## src/hw/rtl/dcrc_pkg.sv

```systemverilog
`timescale 1ns / 1ps
// ----------------------------------------------------------------------------
// Datagram CRC package
// Mode codes, reflected polynomials and the byte-wide CRC update shared by
// the engine and its length-prefix unit.
// ----------------------------------------------------------------------------
package dcrc_pkg;

   localparam logic [1:0] MODE_CRC16  = 2'd0;
   localparam logic [1:0] MODE_CRC32  = 2'd1;
   localparam logic [1:0] MODE_CRC32C = 2'd2;
   localparam logic [1:0] MODE_BAD    = 2'd3;

   localparam logic [31:0] POLY16_REFL  = 32'h0000_A001;
   localparam logic [31:0] POLY32_REFL  = 32'hEDB8_8320;
   localparam logic [31:0] POLY32C_REFL = 32'h82F6_3B78;

   localparam logic [31:0] MASK16 = 32'h0000_FFFF;
   localparam logic [31:0] MASK32 = 32'hFFFF_FFFF;
   localparam logic [31:0] INIT16 = 32'h0000_0000;
   localparam logic [31:0] INIT32 = 32'hFFFF_FFFF;

   typedef logic [31:0] crc_type;

   function automatic crc_type mode_poly(input logic [1:0] mode);
      crc_type poly;
      unique case (mode)
         MODE_CRC16:  poly = POLY16_REFL;
         MODE_CRC32:  poly = POLY32_REFL;
         MODE_CRC32C: poly = POLY32C_REFL;
         default:     poly = '0;
      endcase
      return poly;
   endfunction

   function automatic crc_type crc_feed_byte(input crc_type crc, input logic [7:0] data,
                                             input crc_type poly);
      crc_type c;
      c = crc ^ {24'd0, data};
      for (int i = 0; i < 8; i++) begin
         if (c[0]) begin
            c = (c >> 1) ^ poly;
         end else begin
            c = c >> 1;
         end
      end
      return c;
   endfunction

endpackage

```

## src/hw/rtl/dcrc_if.sv

```systemverilog
`timescale 1ns / 1ps
// ----------------------------------------------------------------------------
// Datagram CRC channels
// Valid/ready channels for message bytes and for checksum results.
// ----------------------------------------------------------------------------
interface dcrc_req_if;
   logic        valid;
   logic        ready;
   logic [7:0]  data_byte;
   logic        first_byte;
   logic        last_byte;
   logic [30:0] msg_length;

   modport source (output valid, output data_byte, output first_byte,
                   output last_byte, output msg_length, input ready);
   modport sink   (input valid, input data_byte, input first_byte,
                   input last_byte, input msg_length, output ready);
endinterface

interface dcrc_rsp_if;
   logic        valid;
   logic        ready;
   logic [31:0] checksum;
   logic        bad_mode;

   modport source (output valid, output checksum, output bad_mode, input ready);
   modport sink   (input valid, input checksum, input bad_mode, output ready);
endinterface

```

## src/hw/rtl/dcrc_prefix.sv

```systemverilog
`timescale 1ns / 1ps
// ----------------------------------------------------------------------------
// Datagram CRC length prefix
// CRC of the four little-endian length bytes, started from the mode's init.
// ----------------------------------------------------------------------------
module dcrc_prefix
   import dcrc_pkg::*;
(
   input  logic [30:0] msg_length,
   input  logic [1:0]  crc_mode,
   output crc_type     prefix_crc
);

   logic [31:0] len_word;
   crc_type     init;
   crc_type     poly;
   crc_type     c0;
   crc_type     c1;
   crc_type     c2;
   crc_type     c3;

   assign len_word = {1'b0, msg_length};
   assign poly     = mode_poly(crc_mode);

   always_comb begin
      unique case (crc_mode)
         MODE_CRC16:  init = INIT16;
         MODE_CRC32:  init = INIT32;
         MODE_CRC32C: init = INIT32;
         default:     init = '0;
      endcase
   end

   assign c0 = crc_feed_byte(init, len_word[7:0], poly);
   assign c1 = crc_feed_byte(c0, len_word[15:8], poly);
   assign c2 = crc_feed_byte(c1, len_word[23:16], poly);
   assign c3 = crc_feed_byte(c2, len_word[31:24], poly);

   assign prefix_crc = c3;

endmodule

```

## src/hw/rtl/datagram_crc_engine.sv

```systemverilog
`timescale 1ns / 1ps
// ----------------------------------------------------------------------------
// Datagram CRC engine
// Length-prefixed CRC-16/ARC, CRC-32 or CRC-32C over a byte stream.
// ----------------------------------------------------------------------------
//  Channel    Direction  Word
//  req_chan   in         data_byte, first_byte, last_byte, msg_length
//  rsp_chan   out        checksum, bad_mode (one word per last byte)
//  csr_wr_*   in         crc_mode
//
// One word is taken every cycle unless the pipeline is held. Bytes are
// registered in s1, results in the output register. The rate is set by the
// running CRC register, which takes a one-byte update per cycle (five bytes
// on a first byte, the length prefix being worked out as the word is taken).
// Reset clears the mode to CRC-32 and the running CRC to zero. A stalled
// result holds the pipeline only when the byte behind it is a last byte.
module datagram_crc_engine
   import dcrc_pkg::*;
(
   input  logic       clock,
   input  logic       reset,
   dcrc_req_if.sink   req_chan,
   dcrc_rsp_if.source rsp_chan,
   input  logic       csr_wr_en,
   input  logic [1:0] csr_wr_data
);

   logic [1:0] crc_mode_ff;

   logic       s1_valid_ff;
   logic [7:0] s1_data_ff;
   logic       s1_first_ff;
   logic       s1_last_ff;
   crc_type    s1_prefix_ff;

   crc_type    crc_running_ff;
   crc_type    crc_running_in;

   logic       out_valid_ff;
   logic       out_valid_in;
   crc_type    out_checksum_ff;
   logic       out_bad_ff;

   crc_type    prefix_crc;
   crc_type    base_crc;
   crc_type    fed_crc;
   crc_type    mask;
   crc_type    xorout;
   logic       mode_bad;
   logic       s1_go;
   logic       take;

   dcrc_prefix u_prefix (
      .msg_length (req_chan.msg_length),
      .crc_mode   (crc_mode_ff),
      .prefix_crc (prefix_crc)
   );

   assign s1_go = s1_valid_ff && (!s1_last_ff || !out_valid_ff || rsp_chan.ready);
   assign req_chan.ready = !s1_valid_ff || s1_go;
   assign take = req_chan.valid && req_chan.ready;

   assign mode_bad = (crc_mode_ff == MODE_BAD);

   always_comb begin
      unique case (crc_mode_ff)
         MODE_CRC16:  begin mask = MASK16; xorout = '0;     end
         MODE_CRC32:  begin mask = MASK32; xorout = INIT32; end
         MODE_CRC32C: begin mask = MASK32; xorout = INIT32; end
         default:     begin mask = '0;     xorout = '0;     end
      endcase
   end

   assign base_crc = s1_first_ff ? s1_prefix_ff : crc_running_ff;
   assign fed_crc  = crc_feed_byte(base_crc, s1_data_ff, mode_poly(crc_mode_ff)) & mask;

   assign crc_running_in = (s1_go && !mode_bad) ? fed_crc : crc_running_ff;

   always_comb begin
      if (s1_go && s1_last_ff) begin
         out_valid_in = 1'b1;
      end else if (rsp_chan.ready) begin
         out_valid_in = 1'b0;
      end else begin
         out_valid_in = out_valid_ff;
      end
   end

   always_ff @(posedge clock) begin
      if (reset) begin
         crc_mode_ff    <= MODE_CRC32;
         s1_valid_ff    <= 1'b0;
         out_valid_ff   <= 1'b0;
         crc_running_ff <= '0;
      end else begin
         if (csr_wr_en) begin
            crc_mode_ff <= csr_wr_data;
         end
         if (req_chan.ready) begin
            s1_valid_ff <= req_chan.valid;
         end
         out_valid_ff   <= out_valid_in;
         crc_running_ff <= crc_running_in;
      end
   end

   always_ff @(posedge clock) begin
      if (take) begin
         s1_data_ff   <= req_chan.data_byte;
         s1_first_ff  <= req_chan.first_byte;
         s1_last_ff   <= req_chan.last_byte;
         s1_prefix_ff <= prefix_crc;
      end
      if (s1_go && s1_last_ff) begin
         out_checksum_ff <= mode_bad ? '0 : ((fed_crc ^ xorout) & mask);
         out_bad_ff      <= mode_bad;
      end
   end

   assign rsp_chan.valid    = out_valid_ff;
   assign rsp_chan.checksum = out_checksum_ff;
   assign rsp_chan.bad_mode = out_bad_ff;

endmodule

```

## src/flat_wrapper.sv

```systemverilog
// flat-port wrapper written by rule: the top's interface ports become plain ports
module datagram_crc_engine_flat import dcrc_pkg::*;
  (clock, reset, csr_wr_en, csr_wr_data, req_chan_valid, req_chan_data_byte, req_chan_first_byte, req_chan_last_byte, req_chan_msg_length, req_chan_ready, rsp_chan_valid, rsp_chan_checksum, rsp_chan_bad_mode, rsp_chan_ready);
  dcrc_req_if req_chan_i ();
  dcrc_rsp_if rsp_chan_i ();
  input  logic clock;
  input  logic reset;
  input  logic csr_wr_en;
  input  logic [1:0] csr_wr_data;
  input wire logic [$bits(req_chan_i.valid)-1:0] req_chan_valid;
  input wire logic [$bits(req_chan_i.data_byte)-1:0] req_chan_data_byte;
  input wire logic [$bits(req_chan_i.first_byte)-1:0] req_chan_first_byte;
  input wire logic [$bits(req_chan_i.last_byte)-1:0] req_chan_last_byte;
  input wire logic [$bits(req_chan_i.msg_length)-1:0] req_chan_msg_length;
  output wire logic [$bits(req_chan_i.ready)-1:0] req_chan_ready;
  output wire logic [$bits(rsp_chan_i.valid)-1:0] rsp_chan_valid;
  output wire logic [$bits(rsp_chan_i.checksum)-1:0] rsp_chan_checksum;
  output wire logic [$bits(rsp_chan_i.bad_mode)-1:0] rsp_chan_bad_mode;
  input wire logic [$bits(rsp_chan_i.ready)-1:0] rsp_chan_ready;
  assign req_chan_i.valid = req_chan_valid;
  assign req_chan_i.data_byte = req_chan_data_byte;
  assign req_chan_i.first_byte = req_chan_first_byte;
  assign req_chan_i.last_byte = req_chan_last_byte;
  assign req_chan_i.msg_length = req_chan_msg_length;
  assign req_chan_ready = req_chan_i.ready;
  assign rsp_chan_valid = rsp_chan_i.valid;
  assign rsp_chan_checksum = rsp_chan_i.checksum;
  assign rsp_chan_bad_mode = rsp_chan_i.bad_mode;
  assign rsp_chan_i.ready = rsp_chan_ready;
  datagram_crc_engine u_core (.clock(clock), .reset(reset), .req_chan(req_chan_i), .rsp_chan(rsp_chan_i), .csr_wr_en(csr_wr_en), .csr_wr_data(csr_wr_data));
endmodule
```

## config.mk

```make
export PLATFORM = sky130hd
export DESIGN_NAME = datagram_crc_engine_flat
export DESIGN_NICKNAME = d
export VERILOG_FILES = /design/src/hw/rtl/dcrc_pkg.sv /design/src/hw/rtl/dcrc_if.sv /design/src/hw/rtl/dcrc_prefix.sv /design/src/hw/rtl/datagram_crc_engine.sv /design/src/flat_wrapper.sv
export SDC_FILE = /design/constraint.sdc
export NUM_CORES = 1
export LEC_CHECK = 0
export BUFFER_PORTS_ARGS = -buffer_cell sky130_fd_sc_hd__clkbuf_2
export CAP_MARGIN = 20
export CORE_UTILIZATION = 25
export DETAILED_ROUTE_END_ITERATION = 8
export PLACE_DENSITY = 0.48
export SYNTH_ARGS = -nofsm -noshare
export SYNTH_HDL_FRONTEND = slang
export SYNTH_HIERARCHICAL = 1
export SYNTH_SLANG_ARGS = --single-unit
export TNS_END_PERCENT = 100
```

## constraint.sdc

```tcl
create_clock -name clock -period 18 [get_ports clock]
set_input_delay 2.7 -clock clock [delete_from_list [all_inputs] [get_ports clock]]
set_output_delay 2.7 -clock clock [all_outputs]
set_load 0.02 [all_outputs]
```

==> reports/metrics.cfg <==
[status]
status=finished, final reports clean

[clock_network]
ctsHoldBuffers=0
clkSinkCount=111
clkTransAtPathRegs_ps=70
cts-resized-gates=0
postCtsSetupBuffers=0
cts_buffer_depth=2
cts_tree=built
clkLatencyLatePin_ps=370
clockRootBuffer=clkbuf_16
htreeDepth=3
cts-buffers-inserted=9

[sta]
post-route-min-period_ps=13690
fin_crit_sh=0.7608
tightestPinTransition_ps=1175
maxSlewViolCount=0
fmax_mhz=73.02
rsz0062_at_grt=no
setup_viol=0
fin_skew_ps=14.23
tns_ps=0
slew_headroom=0.2136
final_hold_viol_count=0

[route]
drcViolationCount=0
drt_wl_total_microns=58460
wl_per_cell_microns=19.72
drtIter0Drc=978
dr.pass1.iters=7
ant_nets=0
via_per_inst=4.744
vias=14060

[logic_synthesis]
yosysTopAreaCell=xnor2_1
synth_top_area_frac=0.2538
syn_area_sq_um=17360
synth_common_cells=xnor2_1, nand2_1, nor2_1
synthFlopType=edfxtp_1
ys_seq_elements=111
synth_cell_types=94
synth.most_common_cell=xnor2_1
synthArstFlopShare=0
synth_edf_count=75
synth.avg_cell_area_sq_um=8.635
synth_nets=2072
yosysSeqAreaShare=0.1713
syn-instance-count=2010
yosysWarnings=6
yosys-top-cells-area=xnor2_1, edfxtp_1, xnor3_1

[placement]
port_buffers=82
hpwl_microns=44860
postPlaceCellArea_sq_um=18800
gp_congestion=0.9080

[floorplanning]
die_h_microns=265.5
die_area_sq_um=70480
rows=96
core_sq_um=68590
num_io_pins=83
die_x_microns=265.5
start_util=0.2531

[setup_path]
max_stage_delay_ps=850
path_common_cell=xnor2_1
crit_path_max_fanout=16
path_delay_family=XOR/XNOR gates
critPathRequiredTime_ps=18110
endpoint_kind=register
cp_data_arrival_time_ps=13800
cp_num_buf_inv=3
cp_slowest_cell=xnor2_1
start_kind=input port
critPathKind=input port to register

[cells_and_area]
nFillCells=7373
nets=2090
fin_area_sq_um=19090
drive_above_1_share=0.1185
antennaDiodeCount=0
area_delta_synth_final_pct=9.977

[grt]
grt_max_degree=65
grt_use_total=0.1626
grt_antenna_before_repair=0
grt_first_pass_wirelength_microns=87490
grt_pass1_vias=13885
overflow=0

[hold_path]
min_path_type=register to register

[flow_run]
drv_cap=0

[final timing paths]
path	slack [ps]	startpoint	cells after the start	endpoint
max	4310	req_chan_msg_length[0]	29	u_core/s1_prefix_ff[23]
min	460	u_core/crc_running_ff[5]	2	u_core/crc_running_ff[5]
max reg2reg	5600	u_core/crc_mode_ff[1]	29	u_core/s1_prefix_ff[23]
min reg2reg	460	u_core/crc_running_ff[5]	2	u_core/crc_running_ff[5]
[cell families after synthesis]
kind of cell / synth area share
xor gates and xnor gates: 0.4684
muxes: 0.04880
and+or+nand+nor: 0.1835
DFF: 0.1713
AOI/OAI and AO/OA: 0.08615
buffers and inverters: 0.03179
adders and majority gates: 0.01009
[sequential cells by signal, summed over array words and instances (netlist names)]
register / count
u_core/crc_running_ff: 32
u_core/s1_prefix_ff: 32
u_core/s1_data_ff: 8
u_core/s1_valid_ff: 1
u_core/rsp_chan.bad_mode: 1
u_core/rsp_chan.checksum: 32
u_core/crc_mode_ff: 2
u_core/s1_first_ff: 1
u_core/rsp_chan.valid: 1
u_core/s1_last_ff: 1
[per-layer routing]
metal | global-route usage | up-vias | part of all wire
met4 | 0.05890 | 0 | 0.034
met5 | 0 | - | 0
met3 | 0.01565 | 94 | 0.045
li1 | - | 6740 | -
met2 | 0.2793 | 423 | 0.48
met1 | 0.2104 | 6803 | 0.44
[layout make-up]
type | instances | area (sq um) | area share
clock inverters | 5 | 41.29 | 0.002163
clock buffers | 11 | 242.7 | 0.01272
well taps | 931 | 1165 | 0.06103
multi-input cells | 1764 | 13880 | 0.7274
flip-flops and latches | 111 | 2973 | 0.1557
inverters | 21 | 78.83 | 0.004130
repair buffers | 121 | 703.2 | 0.03684
[worst register-to-register path, delay by kind of cell, from the launching register on]
family,cells,cell delay [ps]
xor gates and xnor gates,17,7330
adders and majority gates,2,1310
muxes,3,1030
buffers and inverters,2,820
DFF,1,690
and+or+nand+nor,4,640
AOI/OAI and AO/OA,1,300
[per-stage QoR]
step                hold WS, ps  cells  setup slack (ps)  utilization
floorplan                 424.4   2010              6300            -
global placement          438.9   2946              4408       0.2740
detailed placement        446.7   2947              4113       0.2741
CTS                       464.5   2963              4472       0.2782
global route              489.0   2964              3558       0.2783
finish                    458.8   2964              4305       0.2783
[cells in the final DEF, fill, tap and decap left out, types with 10 or more instances in the layout]
cell / count
mux2i_1: 60
or2_2: 11
dfxtp_1: 36
xnor2_2: 24
edfxtp_1: 75
a211oi_1: 10
nor2_1: 184
buf_4: 39
o211ai_1: 12
xnor2_1: 503
nor3_1: 22
and2_1: 17
a22o_1: 15
or3_1: 16
clkbuf_2: 82
a21oi_1: 55
nand4_1: 13
nand3_1: 30
nand2b_1: 12
o21ai_0: 43
nor4_1: 13
xor2_1: 125
nand2_1: 316
ha_1: 12
inv_1: 15
xnor3_1: 66
nor2b_1: 11
Power is left out: the tool's default activity adds up to more than one toggle a clock period on the data nets, which glitch-free logic cannot reach.
